--- src/design/assert_macros.svh ---
// assertion macros shared by the line ending cleanup design
// clock clk_i and active low reset rst_ni are taken from the including scope
`ifndef ASSERT_MACROS_SVH
`define ASSERT_MACROS_SVH

// property must hold at every clock edge outside reset
`define TLEC_ASSERT(label, prop, msg) \
  label: assert property (@(posedge clk_i) disable iff (!rst_ni) (prop)) else $error(msg);

// condition must never be true outside reset
`define TLEC_NEVER(label, cond, msg) \
  label: assert property (@(posedge clk_i) disable iff (!rst_ni) !(cond)) else $error(msg);

`endif

--- src/design/tlec_pkg.sv ---
// shared types, constants and helpers for the line ending cleanup design
// no dependencies
`timescale 1ns / 1ps

package tlec_pkg;

  // default blank line allowance
  localparam int MAX_BLANK_LINES_DEF = 1;

  // at most four output bytes per transaction
  localparam int MAX_RES = 4;
  localparam int CNT_W   = $clog2(MAX_RES + 1);
  localparam int IDX_W   = $clog2(MAX_RES);

  // queue between front and back
  localparam int QDEPTH  = 2;
  localparam int QPTR_W  = (QDEPTH > 1) ? $clog2(QDEPTH) : 1;
  localparam int QCNT_W  = $clog2(QDEPTH + 1);

  // configuration register indexes
  typedef enum logic [2:0] {
    REG_STRIP_LEADING  = 3'd0,
    REG_SQUEEZE_BLANK  = 3'd1,
    REG_DOUBLE_SPACE   = 3'd2,
    REG_HALVE_NEWLINES = 3'd3,
    REG_FIX_QUOTES     = 3'd4,
    REG_FORCE_LOWER    = 3'd5
  } reg_idx_e;

  // input kinds
  localparam logic KIND_DATA  = 1'b0;
  localparam logic KIND_FLUSH = 1'b1;

  // byte codes
  localparam logic [7:0] BYTE_EOT   = 8'h04;
  localparam logic [7:0] BYTE_TAB   = 8'h09;
  localparam logic [7:0] BYTE_LF    = 8'h0A;
  localparam logic [7:0] BYTE_CR    = 8'h0D;
  localparam logic [7:0] BYTE_SUB   = 8'h1A;
  localparam logic [7:0] BYTE_SPACE = 8'h20;
  localparam logic [7:0] BYTE_DQUOTE = 8'h22;
  localparam logic [7:0] BYTE_SQUOTE = 8'h27;
  localparam logic [7:0] BYTE_DASH  = 8'h2D;
  localparam logic [7:0] BYTE_UC_A  = 8'h41;
  localparam logic [7:0] BYTE_UC_Z  = 8'h5A;
  localparam logic [7:0] CASE_OFS   = 8'h20;
  localparam logic [7:0] V_DASH_A   = 8'hD0;
  localparam logic [7:0] V_DASH_B   = 8'hD1;
  localparam logic [7:0] V_DQ_A     = 8'h93;
  localparam logic [7:0] V_DQ_B     = 8'h94;
  localparam logic [7:0] V_DQ_C     = 8'hD2;
  localparam logic [7:0] V_DQ_D     = 8'hD3;
  localparam logic [7:0] V_SQ_A     = 8'h92;
  localparam logic [7:0] V_SQ_B     = 8'hD5;

  // configuration bits
  typedef struct packed {
    logic strip_leading;
    logic squeeze_blank;
    logic double_space;
    logic halve_newlines;
    logic fix_vendor_quotes;
    logic force_lower;
  } cfg_t;

  // output bytes caused by one transaction
  typedef struct packed {
    logic [MAX_RES-1:0][7:0] data;
    logic [CNT_W-1:0]        cnt;
  } burst_t;

  // queue status seen by the top level
  typedef struct packed {
    logic full;
    logic empty;
  } qstat_t;

  // append one byte to a burst
  function automatic burst_t add_byte(burst_t b, logic [7:0] v);
    burst_t r;
    r = b;
    if (b.cnt < CNT_W'(MAX_RES)) begin
      r.data[b.cnt[IDX_W-1:0]] = v;
      r.cnt = b.cnt + CNT_W'(1);
    end
    return r;
  endfunction

endpackage

--- src/design/text_line_ending_cleanup_core.sv ---
// each accepted burst is queued, then sent through the output byte register
// throughput: one input transaction per cycle while each causes at most one byte
// and the output is not stalled; a burst's bytes go out one after another
// input stalls only when the two-entry burst queue is full
// reset clears line state, configuration, queue and output valid; no clearing pass
`timescale 1ns / 1ps

module text_line_ending_cleanup_core import tlec_pkg::*; #(
  parameter int MAX_BLANK_LINES = MAX_BLANK_LINES_DEF
) (
  input  logic       clk_i,
  input  logic       rst_ni,
  input  logic       cfg_we_i,
  input  logic [2:0] cfg_idx_i,
  input  logic [0:0] cfg_data_i,
  input  logic       in_valid_i,
  output logic       in_stall_o,
  input  logic       kind_i,
  input  logic [7:0] data_byte_i,
  output logic       out_valid_o,
  input  logic       out_stall_i,
  output logic [7:0] out_byte_o,
  output logic       last_o
);

`include "assert_macros.svh"

  cfg_t   cfg_q;
  burst_t burst;
  burst_t head;
  qstat_t qstat;
  logic   accept;
  logic   push;
  logic   pop;

  // configuration registers
  always_ff @(posedge clk_i or negedge rst_ni) begin
    if (!rst_ni) begin
      cfg_q <= '0;
    end else if (cfg_we_i) begin
      case (reg_idx_e'(cfg_idx_i))
        REG_STRIP_LEADING:  cfg_q.strip_leading     <= cfg_data_i[0];
        REG_SQUEEZE_BLANK:  cfg_q.squeeze_blank     <= cfg_data_i[0];
        REG_DOUBLE_SPACE:   cfg_q.double_space      <= cfg_data_i[0];
        REG_HALVE_NEWLINES: cfg_q.halve_newlines    <= cfg_data_i[0];
        REG_FIX_QUOTES:     cfg_q.fix_vendor_quotes <= cfg_data_i[0];
        REG_FORCE_LOWER:    cfg_q.force_lower       <= cfg_data_i[0];
        default:            cfg_q <= cfg_q;
      endcase
    end
  end

  // input transaction handshake
  assign in_stall_o = qstat.full;
  assign accept     = in_valid_i && !in_stall_o;

  tlec_front #(
    .MAX_BLANK_LINES(MAX_BLANK_LINES)
  ) u_front (
    .clk_i       (clk_i),
    .rst_ni      (rst_ni),
    .cfg_i       (cfg_q),
    .accept_i    (accept),
    .kind_i      (kind_i),
    .data_byte_i (data_byte_i),
    .push_o      (push),
    .burst_o     (burst)
  );

  tlec_queue u_queue (
    .clk_i   (clk_i),
    .rst_ni  (rst_ni),
    .push_i  (push),
    .wdata_i (burst),
    .pop_i   (pop),
    .head_o  (head),
    .stat_o  (qstat)
  );

  tlec_back u_back (
    .clk_i       (clk_i),
    .rst_ni      (rst_ni),
    .head_i      (head),
    .empty_i     (qstat.empty),
    .pop_o       (pop),
    .out_valid_o (out_valid_o),
    .out_stall_i (out_stall_i),
    .out_byte_o  (out_byte_o),
    .last_o      (last_o)
  );

  // queue and engine consistency
  `TLEC_NEVER(a_pop_empty, pop && qstat.empty, "burst popped from empty queue")
  `TLEC_NEVER(a_push_full, push && qstat.full, "burst pushed into full queue")
  `TLEC_ASSERT(a_pop_loads, pop |=> out_valid_o && last_o, "popped burst did not end in last")

endmodule

--- src/design/tlec_front.sv ---
// front end: accepts transactions, tracks line state and builds output bursts
// depends on tlec_pkg
`timescale 1ns / 1ps

module tlec_front import tlec_pkg::*; #(
  parameter int MAX_BLANK_LINES = MAX_BLANK_LINES_DEF
) (
  input  logic       clk_i,
  input  logic       rst_ni,
  input  cfg_t       cfg_i,
  input  logic       accept_i,
  input  logic       kind_i,
  input  logic [7:0] data_byte_i,
  output logic       push_o,
  output burst_t     burst_o
);

  localparam int BR_W = $clog2(MAX_BLANK_LINES + 2);
  localparam logic [BR_W-1:0] BR_MAX = BR_W'(MAX_BLANK_LINES);

  typedef enum logic [1:0] {
    MODE_SEARCH = 2'd0,
    MODE_CR     = 2'd1,
    MODE_Z      = 2'd2
  } line_mode_e;

  line_mode_e      mode_q, mode_d;
  logic            als_q, als_d;
  logic            tog_q, tog_d;
  logic [BR_W-1:0] br_q, br_d;
  logic            lr_q, lr_d;

  // next state and output bytes
  always_comb begin
    burst_t     b;
    logic       ok;
    logic [7:0] ch;
    logic       extra;
    b      = '0;
    ok     = !cfg_i.squeeze_blank || (br_q <= BR_MAX);
    ch     = data_byte_i;
    extra  = 1'b0;
    mode_d = mode_q;
    als_d  = als_q;
    tog_d  = tog_q;
    br_d   = br_q;
    lr_d   = lr_q;
    if (kind_i == KIND_FLUSH) begin
      if ((mode_q == MODE_CR || lr_q) && ok) b = add_byte(b, BYTE_LF);
      mode_d = MODE_SEARCH;
      als_d  = 1'b1;
      tog_d  = 1'b0;
      br_d   = '0;
      lr_d   = 1'b0;
    end else if (data_byte_i == BYTE_EOT) begin
      // dropped without effect
    end else if (data_byte_i == BYTE_LF) begin
      lr_d  = 1'b0;
      als_d = 1'b1;
      if (mode_q == MODE_Z) b = add_byte(b, BYTE_SUB);
      mode_d = MODE_SEARCH;
      if ((!tog_q || !cfg_i.halve_newlines) && ok) begin
        b = add_byte(b, BYTE_LF);
        if (cfg_i.double_space) b = add_byte(b, BYTE_LF);
      end
      tog_d = !tog_q;
      if (br_q <= BR_MAX) br_d = br_q + BR_W'(1);
    end else if (data_byte_i == BYTE_CR) begin
      lr_d  = 1'b0;
      als_d = 1'b1;
      tog_d = 1'b0;
      if (mode_q == MODE_Z) begin
        b = add_byte(b, BYTE_SUB);
      end else if (mode_q == MODE_CR) begin
        if (ok) begin
          b = add_byte(b, BYTE_LF);
          if (cfg_i.double_space) b = add_byte(b, BYTE_LF);
        end
        if (br_q <= BR_MAX) br_d = br_q + BR_W'(1);
      end
      mode_d = MODE_CR;
    end else if (data_byte_i == BYTE_SUB) begin
      // blank run clears first, so a pending newline always goes out
      lr_d  = 1'b0;
      tog_d = 1'b0;
      br_d  = '0;
      if (mode_q == MODE_CR) begin
        b = add_byte(b, BYTE_LF);
        if (cfg_i.double_space) b = add_byte(b, BYTE_LF);
      end
      mode_d = MODE_Z;
    end else if ((data_byte_i == BYTE_SPACE || data_byte_i == BYTE_TAB) &&
                 cfg_i.strip_leading && als_q) begin
      lr_d = 1'b0;
    end else begin
      // text byte
      als_d = 1'b0;
      tog_d = 1'b0;
      lr_d  = 1'b1;
      br_d  = '0;
      if (cfg_i.fix_vendor_quotes) begin
        if (ch == V_DASH_A || ch == V_DASH_B) begin
          ch    = BYTE_DASH;
          extra = 1'b1;
        end else if (ch == V_DQ_A || ch == V_DQ_B || ch == V_DQ_C || ch == V_DQ_D) begin
          ch = BYTE_DQUOTE;
        end else if (ch == V_SQ_A || ch == V_SQ_B) begin
          ch = BYTE_SQUOTE;
        end
      end
      if (cfg_i.force_lower && ch >= BYTE_UC_A && ch <= BYTE_UC_Z) ch = ch + CASE_OFS;
      if (mode_q == MODE_Z) begin
        b = add_byte(b, BYTE_SUB);
      end else if (mode_q == MODE_CR) begin
        b = add_byte(b, BYTE_LF);
        if (cfg_i.double_space) b = add_byte(b, BYTE_LF);
      end
      mode_d = MODE_SEARCH;
      b = add_byte(b, ch);
      if (extra) b = add_byte(b, BYTE_DASH);
    end
    burst_o = b;
  end

  assign push_o = accept_i && (burst_o.cnt != '0);

  // line state registers
  always_ff @(posedge clk_i or negedge rst_ni) begin
    if (!rst_ni) begin
      mode_q <= MODE_SEARCH;
      als_q  <= 1'b1;
      tog_q  <= 1'b0;
      br_q   <= '0;
      lr_q   <= 1'b0;
    end else if (accept_i) begin
      mode_q <= mode_d;
      als_q  <= als_d;
      tog_q  <= tog_d;
      br_q   <= br_d;
      lr_q   <= lr_d;
    end
  end

endmodule

--- src/design/tlec_queue.sv ---
// small register queue of output bursts between front and back
// depends on tlec_pkg
`timescale 1ns / 1ps

module tlec_queue import tlec_pkg::*; (
  input  logic   clk_i,
  input  logic   rst_ni,
  input  logic   push_i,
  input  burst_t wdata_i,
  input  logic   pop_i,
  output burst_t head_o,
  output qstat_t stat_o
);

  burst_t              mem_q [QDEPTH];
  logic [QPTR_W-1:0]   wptr_q, rptr_q;
  logic [QCNT_W-1:0]   cnt_q;

  assign stat_o.full  = (cnt_q == QCNT_W'(QDEPTH));
  assign stat_o.empty = (cnt_q == '0);
  assign head_o       = mem_q[rptr_q];

  // entry storage
  always_ff @(posedge clk_i) begin
    if (push_i) mem_q[wptr_q] <= wdata_i;
  end

  // pointers and fill count
  always_ff @(posedge clk_i or negedge rst_ni) begin
    if (!rst_ni) begin
      wptr_q <= '0;
      rptr_q <= '0;
      cnt_q  <= '0;
    end else begin
      if (push_i) begin
        wptr_q <= (wptr_q == QPTR_W'(QDEPTH - 1)) ? '0 : wptr_q + QPTR_W'(1);
      end
      if (pop_i) begin
        rptr_q <= (rptr_q == QPTR_W'(QDEPTH - 1)) ? '0 : rptr_q + QPTR_W'(1);
      end
      case ({push_i, pop_i})
        2'b10:   cnt_q <= cnt_q + QCNT_W'(1);
        2'b01:   cnt_q <= cnt_q - QCNT_W'(1);
        default: cnt_q <= cnt_q;
      endcase
    end
  end

endmodule

--- src/design/tlec_back.sv ---
// back end: head burst bytes enter the output register one per cycle unless stalled
// depends on tlec_pkg
`timescale 1ns / 1ps

module tlec_back import tlec_pkg::*; (
  input  logic       clk_i,
  input  logic       rst_ni,
  input  burst_t     head_i,
  input  logic       empty_i,
  output logic       pop_o,
  output logic       out_valid_o,
  input  logic       out_stall_i,
  output logic [7:0] out_byte_o,
  output logic       last_o
);

  logic [IDX_W-1:0] idx_q;
  logic             valid_q;
  logic [7:0]       byte_q;
  logic             last_q;
  logic             adv;
  logic             is_last;

  // output register may be refilled when empty or taken
  assign adv     = !valid_q || !out_stall_i;
  assign is_last = (CNT_W'(idx_q) + CNT_W'(1)) == head_i.cnt;
  assign pop_o   = adv && !empty_i && is_last;

  // output register and byte index within the burst
  always_ff @(posedge clk_i or negedge rst_ni) begin
    if (!rst_ni) begin
      valid_q <= 1'b0;
      idx_q   <= '0;
    end else if (adv) begin
      valid_q <= !empty_i;
      if (!empty_i) idx_q <= is_last ? '0 : idx_q + IDX_W'(1);
    end
  end

  // payload
  always_ff @(posedge clk_i) begin
    if (adv && !empty_i) begin
      byte_q <= head_i.data[idx_q];
      last_q <= is_last;
    end
  end

  assign out_valid_o = valid_q;
  assign out_byte_o  = byte_q;
  assign last_o      = last_q;

endmodule

--- config.mk ---
export PLATFORM = sky130hd
export DESIGN_NAME = text_line_ending_cleanup_core
export DESIGN_NICKNAME = d
export VERILOG_FILES = /design/src/design/tlec_pkg.sv /design/src/design/text_line_ending_cleanup_core.sv /design/src/design/tlec_front.sv /design/src/design/tlec_queue.sv /design/src/design/tlec_back.sv
export VERILOG_INCLUDE_DIRS = /design/src /design/src/design
export SDC_FILE = /design/constraint.sdc
export NUM_CORES = 1
export LEC_CHECK = 0
export BUFFER_PORTS_ARGS = -buffer_cell sky130_fd_sc_hd__buf_2
export CORE_UTILIZATION = 50
export CTS_CLUSTER_DIAMETER = 150
export DETAILED_ROUTE_END_ITERATION = 8
export PLACE_DENSITY = 0.77
export SYNTH_ARGS = -nofsm -noshare
export SYNTH_HDL_FRONTEND = slang
export SYNTH_SLANG_ARGS = --single-unit
--- constraint.sdc ---
create_clock -name clk_i -period 6.5 [get_ports clk_i]
set_input_delay 0.975 -clock clk_i [delete_from_list [all_inputs] [get_ports clk_i]]
set_output_delay 0.975 -clock clk_i [all_outputs]
set_load 0.03 [all_outputs]
# Word level (Yosys, flattened, before mapping)
# Memory sizes are Yosys's and may differ from the RTL's.
# Index checks and enable logic that the tools add are counted.
# word_totals
out_inout_bits	11
ram_bits	70
n_memories	1
wordCells	303
regBits	29
# mem_list
memory	depth	width	read_ports	rd_clocked_by_memory_dff	wr	line_no	text
u_queue.mem_q	2	35	1	0	1	tlec_queue.sv:15	burst_t mem_q [QDEPTH];
# op_classes
magnitude_cmp	25
reduce_logical	49
n_mux	145
n_eq_ne	31
addsub	15
bitwise	19
# ops
operator	n
two-way mux 35 bit	44
two-way mux 11 bit	20
two-way mux 8 bit	26
inverter 24 bit	5
demux 8 bit (select 2 bit)	7
bitwise AND 6 x 24 -> 24 bit	3
equality test 8 bit, second input constant	8
bitwise AND 24 bit	2
bitwise mux 32 bit	1
two-way mux 2 bit	15
two-way mux 1 bit	29
equality test 8 x 4 -> 1 bit, second input constant	3
less-than comparator 2 x 3 -> 1 bit, second input constant	8
bitwise OR 2 x 8 -> 8 bit	3
adder 3 x 1 -> 3 bit, second input constant	7
less-than comparator 3 bit, second input constant	7
logical AND 1 bit	17
bitwise AND 16 bit	1
binary-select mux 8 bit (select 2 bit)	1
inverter 16 bit	1
bitwise OR 16 bit	1
bitwise OR 8 bit	2
AND reduction 2 bit	8
greater-or-equal comparator 2 x 1 -> 1 bit, second input constant	7
33 further kinds	58

# Logic depth before layout (Yosys ltp)
# depth
word_depth	56
mapped_depth	14

# Hierarchy
# A second synthesis with hierarchy kept.
# hier_totals
cells_unflattened	419
hier_area_um2	5475.3
# modules_own_cells
module	cells_per_inst	area_per_inst_um2	n_inst
tlec_queue	125	2860.2	1
tlec_front	239	1645.3	1
tlec_back	36	664.4	1
text_line_ending_cleanup_core	19	305.3	1

# Worst setup path after synthesis
# No wires, ideal clock.
# synth_timing
path_type	input-to-reg
from	in data_byte_i[6]
to	mem u_queue.mem_q[0][0] (netlist name), enable pin
path_slack_ns	2.014
arrival_ns	4.059
path_stages	7
setup_time_ns	0.427
cell_sequence	or4_1 or3_1 and3_1 o21ai_0 o211a_1 o31ai_4 nor2_1
# synth_lines
element	line_no	text
start, declared	text_line_ending_cleanup_core.sv:19	input logic [7:0] data_byte_i,
end, declared	tlec_queue.sv:15	

==> metrics.md <==
| Metric | Value |
|---|---|
| Antenna violations before repair | 0 |
| Grt total ovfl | 0 |
| Slowest CP cell | or4_4 |
| Placement Cell Area | 5363 um2 |
| CTS tree | built |
| Rel. slew slack | 0.4136 |
| Worst Hold Depth | 2 |
| Avg Inst Size Synth | 12.47 um2 |
| Dpl hpwl | 7358 um |
| Clk sinks | 99 |
| Cell Area, Synth | 5087 um2 |
| Global-route wire length before repair | 17190 um |
| GPL Wtd Cong | 0.9031 |
| Logic gate share of total power | 0.300 |
| GRT Total Usage | 0.2191 |
| DRT Pass-1 Iters | 5 |
| Post_cts resized | 0 |
| Gate Count Post-Synth | 408 |
| Post-synth EDFFs | 79 |
| Sw frac | 0.3303 |
| Sequential power share | 0.500 |
| Critical-path maximum fanout | 17 |
| Area of the die | 10580 um2 |
| Synthesized flop and latch total | 99 |
| H-tree depth reported by CTS | 3 |
| Ys Warns | 0 |
| Core Footprint | 9819 um2 |
| Vias in the first global route | 3416 |
| Initial Utilization | 0.5181 |
| # diodes | 0 |
| RSZ-0062 raised after global routing | false |
| Hold Path Class | reg -> reg |
| Longest Clk Path Bufs | 2 |
| Initial drt markers | 330 |
| Post-Route WL | 10300 um |
| Most frequent cells in the layout | 79 x edfxtp_1, 39 x nand2_1, 38 x nor2_1 |
| P_sw | 0.6155 mW |
| Final min period | 3.570 ns |
| Most common cell after layout, fill and taps aside | edfxtp_1 |
| Slew @ Worst Pin | 0.8796 ns |
| DR vias | 3371 |
| Max-slew violations | 0 |
| Clk pwr share | 0.200 |
| Ys async rst share | 0.2020 |
| Routed Antenna Nets | 0 |
| Setup violators final | 0 |
| Critical path arrival | 3.86 ns |
| Sequential element share of the synthesized area | 0.5649 |
| Cts hold-fix bufs | 0 |
| Nets | 471 |
| Final hold vios | 0 |
| Internal power | 1.248 mW |
| Pre-CTS WS | 2.577 ns |
| Clk_lat worst skew | 0.36 ns |
| Crit share post-route | 0.5492 |
| Max_cap viols | 0 |
| CP Capture Type | flop |
| Vias per cell | 5.873 |
| Post-Route Skew | 0.01444 ns |
| Critical Path Start Type | primary input |
| Peak VDD IR | 0.1502 mV |
| Ports | 29 |
| Synth Flop Type | edfxtp_1 |
| P per Cell Area | 336.0 nW/um2 |
| Chip width | 102.9 um |
| Final setup margin | 2.930 ns |
| Highest Clock Rate | 0.2801 GHz |
| Syn_nets | 443 |
| Kind of critical path | in -> reg |
| Chip Height | 102.9 um |
| IO Port Bufs | 28 |
| Setup Fix Bufs, Post-CTS | 0 |
| Total Power | 1.864 mW |
| DRC violations left | 0 |
| Largest net degree at the start of global routing | 36 |
| Wire per inst | 17.95 um |
| Peak per-stage delay on the critical path | 0.57 ns |
| Std-Cell Rows | 36 |
| Synth cell types | 56 |
| Finished layout cell area | 5547 um2 |
| WP data required | 6.79 ns |
| Fraction of layout cells with a size suffix above 1 | 0.2018 |
| CP Cell Sequence | buf_2, or4_4, a2111oi_4, or2_1, a2111o_2, nor2_2, o31ai_4, ha_1, nor2_1, xor2_1 |
| Clk slew on worst S/H paths | 0.10 ns |
| Leak | 2.018 nW |
| Setup TNS | 0 ns |
| Outcome | finished clean |
| Total CTS buffers | 9 |
| Area Overhead vs Synth | 9.026% |
| Root Driver | clkbuf_8 |
| Reg2Reg Depth | 11 |
==> critical path, delay by kind of cell <==
| kind | cells | cell delay [ns] |
|---|---|---|
| AO/OA/AOI/OAI | 3 | 1.06 |
| XOR/XNOR | 1 | 0.17 |
| adder cells (fa/ha/maj) | 1 | 0.31 |
| buffers and inverters | 1 | 0.19 |
| AND/OR/NAND/NOR | 4 | 1.14 |
==> synthesized netlist by cell type, types with 2 or more instances <==
| master | number | area, um2 |
|---|---|---|
| nor2b_1 | 7 | 43.79 |
| nand2_1 | 39 | 146.4 |
| nand2b_1 | 9 | 56.30 |
| and2_1 | 3 | 18.77 |
| mux2_2 | 16 | 180.2 |
| nor4_1 | 3 | 18.77 |
| xor2_1 | 3 | 26.28 |
| buf_1 | 3 | 11.26 |
| a22o_1 | 2 | 17.52 |
| a21o_1 | 2 | 15.01 |
| mux2i_1 | 5 | 50.05 |
| nor3_1 | 9 | 45.04 |
| clkbuf_1 | 8 | 30.03 |
| inv_1 | 16 | 60.06 |
| or4_1 | 3 | 22.52 |
| nor4bb_1 | 2 | 20.02 |
| or3_1 | 2 | 12.51 |
| nor3b_1 | 2 | 15.01 |
| ha_1 | 17 | 212.7 |
| mux4_2 | 16 | 360.4 |
| buf_2 | 2 | 10.01 |
| nand3b_1 | 7 | 52.55 |
| a31oi_1 | 2 | 12.51 |
| xnor2_1 | 6 | 52.55 |
| and3_1 | 3 | 18.77 |
| edfxtp_1 | 79 | 2372 |
| nor2_1 | 40 | 150.1 |
| dfrtp_1 | 19 | 475.5 |
| nand4b_1 | 4 | 35.03 |
| nand3_1 | 8 | 40.04 |
| a21oi_1 | 30 | 150.1 |
| o21ai_0 | 14 | 70.07 |
| o211ai_1 | 3 | 22.52 |
| a211oi_1 | 2 | 15.01 |
==> per-layer routing <==
layer | vias to the layer above | global-route usage | wire, um
met5 | - | 0 | 0
met1 | 1651 | 0.2920 | 4550
li1 | 1575 | - | -
met3 | 15 | 0.03797 | 527
met4 | 0 | 0.07151 | 156
met2 | 130 | 0.3667 | 5067
==> worst paths after layout <==
check                                                     from                        endpoint  slack, ns
worst max-delay path                            data_byte_i[6]    u_queue.cnt_q[1]$_DFFE_PN0P_       2.93
worst min-delay path            u_back.out_valid_o$_DFFE_PN0N_  u_back.out_valid_o$_DFFE_PN0N_       0.50
worst max register to register   u_front.mode_q[1]$_DFFE_PN0P_  u_queue.mem_q[1][18]$_DFFE_PP_       3.13
worst min register to register  u_back.out_valid_o$_DFFE_PN0N_  u_back.out_valid_o$_DFFE_PN0N_       0.50
max in group asynchronous                               rst_ni       u_front.als_q$_DFFE_PN1P_       5.58
min in group asynchronous                               rst_ni  u_back.out_valid_o$_DFFE_PN0N_       0.56
==> power by group through the flow <==
stage / combinational [mW] / clock [mW] / sequential [mW]
finish: 0.558 / 0.373 / 0.932
global route: 0.615 / 0.401 / 0.950
CTS: 0.564 / 0.381 / 0.935
detailed placement: 0.561 / 0 / 0.949
global placement: 0.547 / 0 / 0.940
floorplan: 0.392 / 0 / 0.971
==> cell families after synthesis <==
family / Yosys count / synth area share
mux: 37 / 0.1161
simple gates: 149 / 0.1515
flops: 99 / 0.5649
fa+ha+maj: 17 / 0.04181
buf+inv: 30 / 0.02337
xor+xnor: 9 / 0.01550
compound gates: 67 / 0.08682
==> state kept, by name, summed over array words and instances (netlist names) <==
name,cells
u_queue.rptr_q,1
u_queue.cnt_q,2
u_queue.wptr_q,1
u_back.out_byte_o,8
u_front.als_q,1
u_back.out_valid_o,1
u_queue.mem_q,70
u_front.br_q,2
u_back.last_o,1
u_front.mode_q,2
u_front.tog_q,1
u_back.idx_q,2
cfg_q,6
u_front.lr_q,1
==> cell type report <==
class / count / area, um2
fillers: 844 / 4273
flip-flops and latches: 99 / 2874
multi-input cells: 279 / 2100
well taps: 133 / 166.4
repair buffers: 31 / 162.7
clock buffers: 9 / 123.9
clock inverters: 7 / 60.06
inverters: 16 / 60.06
==> through the flow <==
step	utilization	hold slack [ns]	cells
final	0.5649	0.5021	574
after global placement	0.5461	0.4771	558
after CTS	0.5649	0.5089	574
after floorplan	-	0.4527	408
after global routing	0.5649	0.5337	574
after detailed placement	0.5461	0.4849	558
No activity file was read; power rests on OpenSTA's default activity.
